$ cat src/sv/mcst_pkg.sv
// Shared types and constants for the multibyte character state tracker.
package mcst_pkg;

  // Character set selector codes
  typedef enum logic [3:0] {
    CS_SINGLE  = 4'd0,
    CS_UTF8    = 4'd1,
    CS_SJIS04  = 4'd2,
    CS_SJIS    = 4'd3,
    CS_BIG5    = 4'd4,
    CS_GBK     = 4'd5,
    CS_UHC     = 4'd6,
    CS_EUCJP   = 4'd7,
    CS_EUCCKJ  = 4'd8,
    CS_EUCTW   = 4'd9,
    CS_GB18030 = 4'd10
  } charset_t;

  // Configuration port geometry
  localparam int unsigned CFG_AW = 3;
  localparam int unsigned CFG_DW = 32;

  // Register index, taken from the word address bits
  localparam logic REG_CHARSET_SEL = 1'b0;

  localparam int unsigned SEL_W    = 4;
  localparam int unsigned STATUS_W = 3;
  localparam int unsigned BYTE_W   = 8;

endpackage

$ cat src/sv/mcst_cfg.sv
// Register file for the character set selector (APB-style write and read).
module mcst_cfg (
  input  logic                          clk,
  input  logic                          rst_n,
  input  logic                          psel,
  input  logic                          penable,
  input  logic                          pwrite,
  input  logic [mcst_pkg::CFG_AW-1:0]   paddr,
  input  logic [mcst_pkg::CFG_DW-1:0]   pwdata,
  output logic [mcst_pkg::CFG_DW-1:0]   prdata,
  output logic                          pready,
  output logic [mcst_pkg::SEL_W-1:0]    charset_sel
);

  logic [mcst_pkg::SEL_W-1:0] sel_r;
  logic                       reg_hit;
  logic                       wr_en;

  assign reg_hit = (paddr[2] == mcst_pkg::REG_CHARSET_SEL);
  assign wr_en   = psel && penable && pwrite && reg_hit;
  assign pready  = 1'b1;

  // Selector register
  always_ff @(posedge clk) begin
    if (!rst_n) begin
      sel_r <= mcst_pkg::SEL_W'(mcst_pkg::CS_SINGLE);
    end else if (wr_en) begin
      sel_r <= pwdata[mcst_pkg::SEL_W-1:0];
    end
  end

  // Read back
  always_comb begin
    prdata = '0;
    if (reg_hit) begin
      prdata = {{(mcst_pkg::CFG_DW-mcst_pkg::SEL_W){1'b0}}, sel_r};
    end
  end

  assign charset_sel = sel_r;

endmodule

$ cat src/sv/mcst_core.sv
// Input register, status update network, status and result registers.
module mcst_core (
  input  logic                            clk,
  input  logic                            rst_n,
  input  logic [mcst_pkg::SEL_W-1:0]      charset_sel,
  input  logic                            in_valid,
  output logic                            in_stall,
  input  logic [mcst_pkg::BYTE_W-1:0]     in_text_byte,
  output logic                            out_valid,
  input  logic                            out_stall,
  output logic [mcst_pkg::STATUS_W-1:0]   out_char_status,
  output logic [2:0]                      out_max_char_len
);

  localparam logic [7:0] B_30 = 8'h30;
  localparam logic [7:0] B_39 = 8'h39;
  localparam logic [7:0] B_7F = 8'h7f;
  localparam logic [7:0] B_80 = 8'h80;
  localparam logic [7:0] B_81 = 8'h81;
  localparam logic [7:0] B_8E = 8'h8e;
  localparam logic [7:0] B_8F = 8'h8f;
  localparam logic [7:0] B_9F = 8'h9f;
  localparam logic [7:0] B_A0 = 8'hA0;
  localparam logic [7:0] B_C0 = 8'hc0;
  localparam logic [7:0] B_E0 = 8'he0;
  localparam logic [7:0] B_F0 = 8'hf0;
  localparam logic [7:0] B_F8 = 8'hf8;
  localparam logic [7:0] B_FC = 8'hfc;

  typedef logic [mcst_pkg::STATUS_W-1:0] status_t;

  // Common two-byte lead rule
  function automatic status_t two_byte(input status_t st, input logic lead);
    status_t r;
    r = 3'd0;
    if (st < 3'd2 && lead) r = 3'd2;
    else if (st == 3'd2)   r = 3'd1;
    return r;
  endfunction

  // Status after one byte
  function automatic status_t next_status(input status_t st_in, input logic [7:0] c,
                                          input logic [mcst_pkg::SEL_W-1:0] sel);
    status_t st;
    status_t r;
    logic    digit;
    st    = (c == 8'd0) ? 3'd0 : st_in;
    digit = (c >= B_30) && (c <= B_39);
    r     = 3'd0;
    unique case (sel)
      mcst_pkg::CS_UTF8: begin
        r = st;
        if (st < 3'd2 && c >= B_80) begin
          if (c >= B_FC)      r = 3'd6;
          else if (c >= B_F8) r = 3'd5;
          else if (c >= B_F0) r = 3'd4;
          else if (c >= B_E0) r = 3'd3;
          else if (c >= B_C0) r = 3'd2;
        end else if (st >= 3'd2 && c > B_7F) begin
          r = st - 3'd1;
        end else begin
          r = 3'd0;
        end
      end
      mcst_pkg::CS_SJIS04:
        r = two_byte(st, (c >= B_81 && c <= B_9F) || (c >= B_E0 && c <= B_FC));
      mcst_pkg::CS_SJIS:
        r = two_byte(st, c > B_80 && !(c > B_9F && c < B_E0));
      mcst_pkg::CS_BIG5, mcst_pkg::CS_EUCCKJ:
        r = two_byte(st, c > B_A0);
      mcst_pkg::CS_GBK, mcst_pkg::CS_UHC:
        r = two_byte(st, c > B_7F);
      mcst_pkg::CS_EUCJP: begin
        if (st < 3'd3 && c == B_8F)                      r = 3'd3;
        else if (st != 3'd2 && (c == B_8E || c > B_A0))  r = 3'd2;
        else if (st == 3'd2)                             r = 3'd1;
        else                                             r = 3'd0;
      end
      mcst_pkg::CS_EUCTW: begin
        if (st < 3'd4 && c == B_8E)                          r = 3'd4;
        else if (st == 3'd4 && c > B_A0)                     r = 3'd3;
        else if ((st == 3'd3 || st < 3'd2) && c > B_A0)      r = 3'd2;
        else if (st == 3'd2)                                 r = 3'd1;
        else                                                 r = 3'd0;
      end
      mcst_pkg::CS_GB18030: begin
        if (st < 3'd2 && c > B_80) r = 3'd2;
        else if (st == 3'd2)       r = digit ? 3'd3 : 3'd1;
        else if (st == 3'd3)       r = digit ? 3'd1 : 3'd3;
        else                       r = 3'd0;
      end
      default: r = 3'd0;
    endcase
    return r;
  endfunction

  // Largest character length of the selected set
  function automatic logic [2:0] max_len(input logic [mcst_pkg::SEL_W-1:0] sel);
    logic [2:0] r;
    unique case (sel)
      mcst_pkg::CS_UTF8, mcst_pkg::CS_EUCTW:     r = 3'd4;
      mcst_pkg::CS_EUCJP, mcst_pkg::CS_GB18030:  r = 3'd3;
      mcst_pkg::CS_SJIS04, mcst_pkg::CS_SJIS, mcst_pkg::CS_BIG5,
      mcst_pkg::CS_GBK, mcst_pkg::CS_UHC, mcst_pkg::CS_EUCCKJ: r = 3'd2;
      default:                                   r = 3'd1;
    endcase
    return r;
  endfunction

  logic                          in_valid_r;
  logic [mcst_pkg::BYTE_W-1:0]   in_byte_r;
  logic                          out_valid_r;
  status_t                       status_r;
  status_t                       status_nxt;
  logic [2:0]                    max_len_r;
  logic                          out_free;
  logic                          advance;

  // Handshake: output register frees when empty or taken
  assign out_free = !out_valid_r || !out_stall;
  assign advance  = in_valid_r && out_free;
  assign in_stall = in_valid_r && !out_free;

  assign status_nxt = next_status(status_r, in_byte_r, charset_sel);

  // Input register
  always_ff @(posedge clk) begin
    if (!rst_n) begin
      in_valid_r <= 1'b0;
    end else if (!in_stall) begin
      in_valid_r <= in_valid;
    end
  end

  always_ff @(posedge clk) begin
    if (!in_stall && in_valid) begin
      in_byte_r <= in_text_byte;
    end
  end

  // Status and result registers
  always_ff @(posedge clk) begin
    if (!rst_n) begin
      out_valid_r <= 1'b0;
      status_r    <= 3'd0;
    end else begin
      if (out_free) out_valid_r <= in_valid_r;
      if (advance)  status_r    <= status_nxt;
    end
  end

  always_ff @(posedge clk) begin
    if (advance) begin
      max_len_r <= max_len(charset_sel);
    end
  end

  assign out_valid        = out_valid_r;
  assign out_char_status  = status_r;
  assign out_max_char_len = max_len_r;

endmodule

$ cat src/sv/multibyte_char_state_tracker.sv
// Timing: an accepted byte passes through the input register, then the result
// register; an output stall holds the result in the result register.
// Throughput: one byte per cycle while the output is not stalled; the status update
// is a single compare network between the input register and the status register.
// Reset (rst_n low, synchronous): status 0, selector single-byte, both stages empty.
// The selector register sits on the APB-style port at byte address 0.
module multibyte_char_state_tracker (
  input  logic                          clk,
  input  logic                          rst_n,
  input  logic                          psel,
  input  logic                          penable,
  input  logic                          pwrite,
  input  logic [mcst_pkg::CFG_AW-1:0]   paddr,
  input  logic [mcst_pkg::CFG_DW-1:0]   pwdata,
  output logic [mcst_pkg::CFG_DW-1:0]   prdata,
  output logic                          pready,
  input  logic                          in_valid,
  output logic                          in_stall,
  input  logic [7:0]                    in_text_byte,
  output logic                          out_valid,
  input  logic                          out_stall,
  output logic [2:0]                    out_char_status,
  output logic [2:0]                    out_max_char_len
);

  logic [mcst_pkg::SEL_W-1:0] charset_sel;

  mcst_cfg u_cfg (
    .clk         (clk),
    .rst_n       (rst_n),
    .psel        (psel),
    .penable     (penable),
    .pwrite      (pwrite),
    .paddr       (paddr),
    .pwdata      (pwdata),
    .prdata      (prdata),
    .pready      (pready),
    .charset_sel (charset_sel)
  );

  mcst_core u_core (
    .clk              (clk),
    .rst_n            (rst_n),
    .charset_sel      (charset_sel),
    .in_valid         (in_valid),
    .in_stall         (in_stall),
    .in_text_byte     (in_text_byte),
    .out_valid        (out_valid),
    .out_stall        (out_stall),
    .out_char_status  (out_char_status),
    .out_max_char_len (out_max_char_len)
  );

endmodule

$ cat config.mk
export PLATFORM = sky130hd
export DESIGN_NAME = multibyte_char_state_tracker
export DESIGN_NICKNAME = d
export VERILOG_FILES = /design/src/sv/mcst_pkg.sv /design/src/sv/mcst_cfg.sv /design/src/sv/mcst_core.sv /design/src/sv/multibyte_char_state_tracker.sv
export SDC_FILE = /design/constraint.sdc
export NUM_CORES = 1
export LEC_CHECK = 0
export BUFFER_PORTS_ARGS = -buffer_cell sky130_fd_sc_hd__buf_2
export CAP_MARGIN = 20
export CELL_PAD_IN_SITES_DETAIL_PLACEMENT = 1
export CELL_PAD_IN_SITES_GLOBAL_PLACEMENT = 1
export CORE_ASPECT_RATIO = 0.6
export CORE_MARGIN = 4
export CORE_UTILIZATION = 31
export CTS_CLUSTER_DIAMETER = 150
export DETAILED_ROUTE_END_ITERATION = 16
export HOLD_SLACK_MARGIN = 0.03
export PLACE_DENSITY = 0.9
export RECOVER_POWER = 50
export REMOVE_ABC_BUFFERS = 1
export SLEW_MARGIN = 20
export SYNTH_ARGS = -nofsm -noshare
export SYNTH_HDL_FRONTEND = slang
export SYNTH_SLANG_ARGS = --single-unit
export TNS_END_PERCENT = 10
$ cat constraint.sdc
create_clock -name clk -period 2.9 [get_ports clk]
set_input_delay 0.29 -clock clk [delete_from_list [all_inputs] [get_ports clk]]
set_output_delay 0.29 -clock clk [all_outputs]
set_load 0.01 [all_outputs]
== After elaboration in Yosys (flattened, before gate mapping) ==
Memory sizes are Yosys's and may differ from the RTL's. A register that Yosys moved wholly into a read port is not among the register bits.
Index checks and enable logic that the tools add are counted.
Storage, ports and cells
  register bits after elaboration: 17
  memory bits (read-only): 48
  input port bits: 50
  output and inout bits: 41
  logic and storage cells: 104
  memories kept: 1
Memories
  (name not given): words 16, bits a word 3, read ports 1, clocked after Yosys merged registers in 1, write ports 0, line mcst_core.sv:100  | unique case (sel)
Cells by class
  add/sub/neg operators: 1
  order comparisons: 20
  equal/unequal tests: 16
  muxes and demuxes: 25
  bitwise gates (word level): 1
  reductions and logical operators: 35
Operators with widths (count)
  $mux 3: 19
  $ge 8x8->1 const B: 7
  $gt 8x8->1 const B: 3
  $pmux 3 s8: 1
  $logic_and 1x1->1: 23
  $eq 4x3->1 const B: 4
  $eq 8x8->1 const B: 2
  $le 8x8->1 const B: 2
  $eq 4x4->1 const B: 3
  $eq 4x2->1 const B: 2
  $ge 8x6->1 const B: 1
  $gt 8x7->1 const B: 1
  $le 8x6->1 const B: 1
  $logic_not 8->1: 1
  $lt 8x8->1 const B: 1
  $eq 3x2->1 const B: 2
  $lt 3x2->1 const B: 2
  $mux 2: 3
  $logic_not 1->1: 5
  $eq 4x1->1 const B: 1
  $logic_or 1x1->1: 4
  $mux 4: 1
  $reduce_or 2->1: 2
  $eq 3x3->1 const B: 1
  6 further kinds: 6

== Depth between registers and ports, before layout ==
Gate-level depths: netlist of run 1.
  word-level depth: 9
  gate-level depth with buffers: 13
  depth with buffers taken out: 11

== Hierarchy ==
A second synthesis of run 1 with hierarchy kept.
Unflattened totals
  cell total of the unflattened synthesis: 204
  area, all modules: 1717.9 um^2
By module, submodules not included
  mcst_core: times used 1, cells each 150, area each 1288.7 um^2, seq. area each 430.4 um^2
  mcst_cfg: times used 1, cells each 54, area each 429.2 um^2, seq. area each 80.1 um^2

== Worst setup path before layout of run 1 ==
OpenSTA, ideal clock, no wires.
  path kind: register to register
  start: register u_core.in_byte_r[5] (netlist bit)
  end: register u_core.status_r[1], in the netlist u_core.out_char_status[1]
  setup time: 132 ps
  arrival: 2507 ps
  required time: 2768 ps
  setup slack: 262 ps
  cell stages (with the launch flop): 14
  path buffers: 2
  period minus slack after synthesis: 2638 ps
  cells stage by stage: edfxtp_1 buf_6 or4_1 or3_1 buf_6 nand2_1 inv_1 ha_1 inv_1 a21oi_1 a21oi_1 nor4b_1 nor4_1 a311oi_1
On the way
  cells in the longest elaborated chain, start to end: 9
  elaborated cells between the ends (all ways): 72
  classes of those cells: add/sub (1); order compare (20); eq/ne (6); mux (23); reduce/logical (22)
Ends and longest elaborated chain
  from (decl): line mcst_core.sv:111  | logic [mcst_pkg::BYTE_W-1:0] in_byte_r;
  from (signal assigned): line mcst_core.sv:137  | in_byte_r <= in_text_byte;
  parallel branches: the longest is 8 deep, another holds $ge 8x8->1
  $pmux 3 s8 (*): line mcst_core.sv:50  | unique case (sel)
  to (signal assigned): line mcst_core.sv:148  | if (advance) status_r <= status_nxt;
  to (decl): line mcst_core.sv:113  | status_t status_r;
Mark *: on every way between the ends.
A chain may end at the register's enable or synchronous reset.

== Worst setup path after layout of run 1 ==
Same ends and word-level chain as after synthesis.

==> results of run 1 <==
-- layer usage --
layer  up-vias  routed length (µm)  track usage, %
met5         -                   0               0
met4         0                  46           3.980
met3         5                 407           3.042
met2        64                2137           21.52
met1       775                2462           22.04
li1        768                   -               -
-- sequential cells by signal, indices dropped and copies added (netlist names) --
| register | count |
|---|---|
| u_core.in_byte_r | 8 |
| u_cfg.charset_sel | 4 |
| u_core.out_char_status | 3 |
| u_core.out_max_char_len | 3 |
| u_core.in_valid_r | 1 |
| u_core.out_valid | 1 |
-- layout make-up --
type / instances / area share, %
Multi-Input combinational cell: 169 / 50.52
Inverter: 10 / 1.958
Timing Repair Buffer: 44 / 12.86
Clock buffer: 3 / 2.154
Sequential cell: 20 / 26.63
Clock inverter: 1 / 1.567
Tap cell: 66 / 4.308
-- power by group --
part / total, mW / switching (mW) / internal (mW)
Combinational: 0.100 / 0.0669 / 0.0336
Sequential: 0.321 / 0.00957 / 0.311
Clock: 0.291 / 0.106 / 0.185
-- Yosys cell counts (all sizes together), types with 5 or more instances --
cell    count  area, µm²
nand3       5      25.02
nor2b       5      31.28
edfxtp     11      330.3
o21ai       9      45.04
nor2       22      82.58
a21oi      16      80.08
inv        10      37.54
dfxtp       9      180.2
a31oi       5      31.28
clkbuf      6      32.53
nand2      13      48.80
buf        34      264.0
-- metrics by stage --
step / total power [mW] / util, % / cell area [µm²] / std cells / hold slack [ps]
4_1_cts: 0.7200 / 36.95 / 1923 / 313 / 181.0
6_report: 0.7124 / 36.83 / 1917 / 313 / 189.6
2_1_floorplan: 0.3832 / - / 1516 / 199 / 388.9
3_3_place_gp: 0.4206 / 35.58 / 1852 / 309 / 466.7
5_1_grt: 0.7481 / 36.83 / 1917 / 313 / 171.0
3_5_place_dp: 0.4263 / 35.58 / 1852 / 309 / 469.0
-- worst max-delay path: cells and delay by family, from the launching register on --
kind	cells	cell delay, ps
AO/OA/AOI/OAI	3	370
flip-flops	1	380
buffers and inverters	2	130
adder cells (fa/ha/maj)	1	220
AND/OR/NAND/NOR	5	1510
-- cells by family after synthesis --
family | count (synthesis) | share of synthesized area (%)
mux | 4 | 2.339
xor+xnor | 2 | 1.024
buf+inv | 50 | 19.52
fa+ha+maj | 3 | 2.193
other cells | 2 | 0.4388
simple gates | 83 | 26.61
flops | 20 | 29.82
compound gates | 48 | 18.06
-- final timing paths --
path	endpoint	slack [ps]	depth (start not counted)
setup / recovery	u_core.out_char_status[1]$_SDFFE_PN0P_	160	11
hold reg to reg	u_core.out_valid$_SDFFE_PN0N_	520	2
hold / removal	u_core.in_byte_r[7]$_DFFE_PP_	190	1
setup reg to reg	u_core.out_char_status[1]$_SDFFE_PN0P_	160	11
==> results.sh, run 1 <==
export IMPL_status="completed"
export IMPL_hold_path_startpoint="in_text_byte[7]"
export IMPL_ys_ff_latch=20
export IMPL_grt_pass1_vias=1512
export IMPL_postCtsHoldBufs=0
export IMPL_synth_edff_count=11
export IMPL_cp_start_kind="flop"
export IMPL_timing_final_crit_share_pct=94.52
export IMPL_startpoint="u_core.in_byte_r[5]$_DFFE_PP_"
export IMPL_cpMaxStageDelayCell="or4_1"
export IMPL_leakagePower_nw=0.8633
export IMPL_cts_setup_buffers=0
export IMPL_final_common_cell="conb_1"
export IMPL_clock_latency_ps=270
export IMPL_vias=1612
export IMPL_register_area_um2=510.5
export IMPL_cts_sinks=20
export IMPL_async_reset_ff_share_pct=0
export IMPL_hold_class="in2reg"
export IMPL_tightest_slew_ps=639.2
export IMPL_drtIter0Drc=112
export IMPL_cts_repair_resized=0
export IMPL_fin_ws_ps=159.0
export IMPL_drive_above_1_share_pct=21.05
export IMPL_worstPathRequired_ps=3050
export IMPL_ir_drop_v=0.0001922
export IMPL_syn_inst=212
export IMPL_path_cells="or4_1, or3_1, nand2_1, inv_1, ha_1, inv_1, a21oi_1, a21oi_1, nor4b_1, nor4_1, a311oi_1"
export IMPL_io_pins=91
export IMPL_p_per_area_mw_per_mm2=371.6
export IMPL_r2r_start="u_core.in_byte_r[5]$_DFFE_PP_"
export IMPL_max_cap_violations=0
export IMPL_htree_levels=1
export IMPL_fin_crit_ps=2741
export IMPL_skew_ps=4.424
export IMPL_synth_flop_cell="edfxtp_1"
export IMPL_firstDrtPassIters=4
export IMPL_most_common_layout_cells="conb_1, buf_2, nor2_1"
export IMPL_endpoint_kind="flop"
export IMPL_diodes=0
export IMPL_grt_max_degree=17
export IMPL_dieWidth_um=103.9
export IMPL_finalSetupViolCount=0
export IMPL_multi_input_area_um2=968.4
export IMPL_arrival_ps=2890
export IMPL_area_growth_synth_to_final_pct=11.99
export IMPL_place_gp_congestion=0.9164
export IMPL_syn_avg_cell_area_um2=8.074
export IMPL_gr_total_overflow=0
export IMPL_clockBufferDepth=2
export IMPL_pre_cts_slack_ps=235.6
export IMPL_vias_per_cell=5.150
export IMPL_grt_pass1_wl_um=7969
export IMPL_max_slew_margin_rel_pct=56.78
export IMPL_drt_drc_violations_left=0
export IMPL_fin_setup_tns_ps=0
export IMPL_cts_buffers_inserted=3
export IMPL_num_fill_cells=665
export IMPL_num_rows=20
export IMPL_seq_area_frac_synth_pct=29.82
export IMPL_die_h_um=65.56
export IMPL_clock_root_buffer="clkbuf_8"
export IMPL_nNetsFinal=301
export IMPL_portBuffers=31
export IMPL_coreArea_mm2=0.005205
export IMPL_slew_violations=0
export IMPL_crit_fanout=4
export IMPL_yosysWarnings=0
export IMPL_hpwl_um=4062
export IMPL_start_util_pct=32.88
export IMPL_cts_tree="yes"
export IMPL_cp_slowest_stage_delay_ps=540
export IMPL_path_class="reg2reg"
export IMPL_antenna_found_initial=0
export IMPL_wl_per_cell_um=16.15
export IMPL_synth_cell_area_mm2=0.001712
export IMPL_max_freq_mhz=364.8
export IMPL_grt_setup_unrepaired="no"
export IMPL_dieArea_mm2=0.006813
export IMPL_postRouteAntennaNets=0
export IMPL_hold_viol_final=0
export IMPL_yosys_cell_types_count=52
export IMPL_grt_usage_pct=14.83
export IMPL_routed_wirelength_um=5054
export IMPL_clk_pin_slew_ps=80
Power figures use the tool's default switching activity.
==> run 2, diff against run 1 <==
--- a/config.mk
+++ b/config.mk
@@ -5,7 +5,7 @@
 export SDC_FILE = /design/constraint.sdc
 export NUM_CORES = 1
 export LEC_CHECK = 0
-export BUFFER_PORTS_ARGS = -buffer_cell sky130_fd_sc_hd__buf_2
+export BUFFER_PORTS_ARGS = -buffer_cell sky130_fd_sc_hd__buf_4
 export CAP_MARGIN = 20
 export CELL_PAD_IN_SITES_DETAIL_PLACEMENT = 1
 export CELL_PAD_IN_SITES_GLOBAL_PLACEMENT = 1
==> results.sh, run 2 (synthesis results as in run 1) <==
export IMPL_status="completed"
export IMPL_leakagePower_nw=0.8851
export IMPL_slew_violations=0
export IMPL_wl_per_cell_um=15.86
export IMPL_drt_drc_violations_left=0
export IMPL_stdcell_count=314
export IMPL_hold_path_startpoint="in_text_byte[7]"
export IMPL_finalCoreUtilization_pct=38.39
export IMPL_drtIter0Drc=71
export IMPL_regToRegSetupSlack_ps=170
export IMPL_clock_root_buffer="clkbuf_8"
export IMPL_ir_drop_v=0.0001806
export IMPL_clockBufferDepth=2
export IMPL_fin_setup_tns_ps=0
export IMPL_io_pins=91
export IMPL_drive_above_1_share_pct=22.18
export IMPL_p_switching_uw=181.8
export IMPL_die_h_um=65.56
export IMPL_skew_ps=3.911
export IMPL_nNetsFinal=302
export IMPL_routed_wirelength_um=4979
export IMPL_hold_class="in2reg"
export IMPL_vias_per_cell=5.108
export IMPL_worstPathRequired_ps=3040
export IMPL_num_fill_cells=656
export IMPL_clk_pin_slew_ps=80
export IMPL_coreArea_mm2=0.005205
export IMPL_dieWidth_um=103.9
export IMPL_largest_register="u_core.in_byte_r"
export IMPL_grt_usage_pct=14.22
export IMPL_cts_tree="yes"
export IMPL_grt_max_degree=17
export IMPL_clockPowerShare_pct=40.5
export IMPL_cts_sinks=20
export IMPL_firstDrtPassIters=4
export IMPL_hpwl_um=4007
export IMPL_timing_final_crit_share_pct=94.21
export IMPL_pwr_share_seq_pct=44.6
export IMPL_fin_crit_ps=2732
export IMPL_timing_hold_ws_ps=212.1
export IMPL_crit_fanout=4
export IMPL_endpoint="u_core.out_char_status[1]$_SDFFE_PN0P_"
export IMPL_r2r_start="u_core.in_byte_r[5]$_DFFE_PP_"
export IMPL_reg2reg_depth=11
export IMPL_tightest_slew_ps=689.6
export IMPL_htree_levels=1
export IMPL_postRouteAntennaNets=0
export IMPL_max_slew_margin_rel_pct=53.38
export IMPL_area_growth_synth_to_final_pct=16.74
export IMPL_combPwrFrac_pct=15.0
export IMPL_clock_latency_ps=270
export IMPL_swShare_pct=25.29
export IMPL_dp_cells=310
export IMPL_portBuffers=31
export IMPL_path_class="reg2reg"
export IMPL_postCtsHoldBufs=0
export IMPL_place_gp_congestion=0.9061
export IMPL_p_per_area_mw_per_mm2=359.6
export IMPL_endpoint_kind="flop"
export IMPL_p_int_uw=536.9
export IMPL_antenna_found_initial=0
export IMPL_final_common_cell="buf_4"
export IMPL_start_util_pct=32.88
export IMPL_r2r_end="u_core.out_char_status[1]$_SDFFE_PN0P_"
export IMPL_num_rows=20
export IMPL_largest_reg_flops=8
export IMPL_cp_start_kind="flop"
export IMPL_grt_pass1_vias=1516
export IMPL_startpoint="u_core.in_byte_r[5]$_DFFE_PP_"
export IMPL_cts_buffers_inserted=3
export IMPL_max_freq_mhz=366.0
export IMPL_dieArea_mm2=0.006813
export IMPL_arrival_ps=2870
export IMPL_grt_setup_unrepaired="no"
export IMPL_hold_viol_final=0
export IMPL_vias=1604
export IMPL_gr_total_overflow=0
export IMPL_grt_pass1_wl_um=7679
export IMPL_finalSetupViolCount=0
export IMPL_most_common_layout_cells="buf_4, conb_1, nor2_1"
export IMPL_max_cap_violations=0
export IMPL_diodes=0
[run 2: changes by cell type in the layout (fill, tap and decap cells not counted)]
cell      change
buf_2        -26
buf_4        +19
clkbuf_4      +8
or3_1         -1
or3_4         +1
or4_1         -1
or4_4         +1
[run 2: layout make-up]
class / instances / area [µm²] / share of cell area, %
clock buffer: 3 / 41.29 / 2.066
clock inverter: 1 / 30.03 / 1.503
inverter: 10 / 37.54 / 1.879
multi-input combinational: 169 / 977.2 / 48.90
sequential: 20 / 510.5 / 25.55
tap: 66 / 82.58 / 4.133
timing repair buffer: 45 / 319.1 / 15.97
[run 2: repair_timing]
item	in CTS	in global routing
endpoints found under the setup margin	0	1
gates resized for setup	0	2
buffers inserted	0	0
[run 2: critical path, stage by stage, from the launching register on]
cell	delay, ps
edfxtp_1	390
or4_4	540
or3_4	370
nand2_1	100
inv_1	40
ha_1	210
inv_1	80
a21oi_1	60
a21oi_1	170
nor4b_1	70
nor4_1	410
a311oi_1	150
[run 2: how the worst min path moves through the flow]
stage / cells past startpoint / slack, ps / to
global route: 1 / 200 / u_core.in_byte_r[6]$_DFFE_PP_
finish: 1 / 210 / u_core.in_byte_r[7]$_DFFE_PP_
CTS: 1 / 180 / u_core.in_byte_r[5]$_DFFE_PP_
floorplan: 0 / 390 / u_core.in_byte_r[0]$_DFFE_PP_
detailed placement: 1 / 470 / u_core.in_byte_r[5]$_DFFE_PP_
global placement: 1 / 470 / u_core.in_byte_r[6]$_DFFE_PP_
[run 2: metrics by stage]
| step | setup WS [ps] | area [µm²] | power [mW] |
|---|---|---|---|
| global placement | 215.7 | 1937 | 0.4303 |
| finish | 168.0 | 1998 | 0.7186 |
| floorplan | 235.7 | 1516 | 0.3832 |
| detailed placement | 178.3 | 1937 | 0.4348 |
| CTS | 152.5 | 2008 | 0.7273 |
| global route | 18.05 | 1998 | 0.7532 |
[run 2: power by group through the flow]
stage / clock network, mW / registers (mW) / logic, mW
global placement: 0 / 0.326 / 0.105
detailed placement: 0 / 0.327 / 0.108
finish: 0.291 / 0.320 / 0.108
global route: 0.312 / 0.322 / 0.119
floorplan: 0 / 0.332 / 0.0512
CTS: 0.299 / 0.320 / 0.108
[run 2: per-layer routing]
metal | vias to the layer above | global-route usage [%] | share of wire (%)
met5 | - | 0 | 0
met4 | 0 | 3.483 | 0.74
met3 | 5 | 4.809 | 6.7
met2 | 49 | 20.15 | 41
met1 | 780 | 20.46 | 51
li1 | 770 | - | -
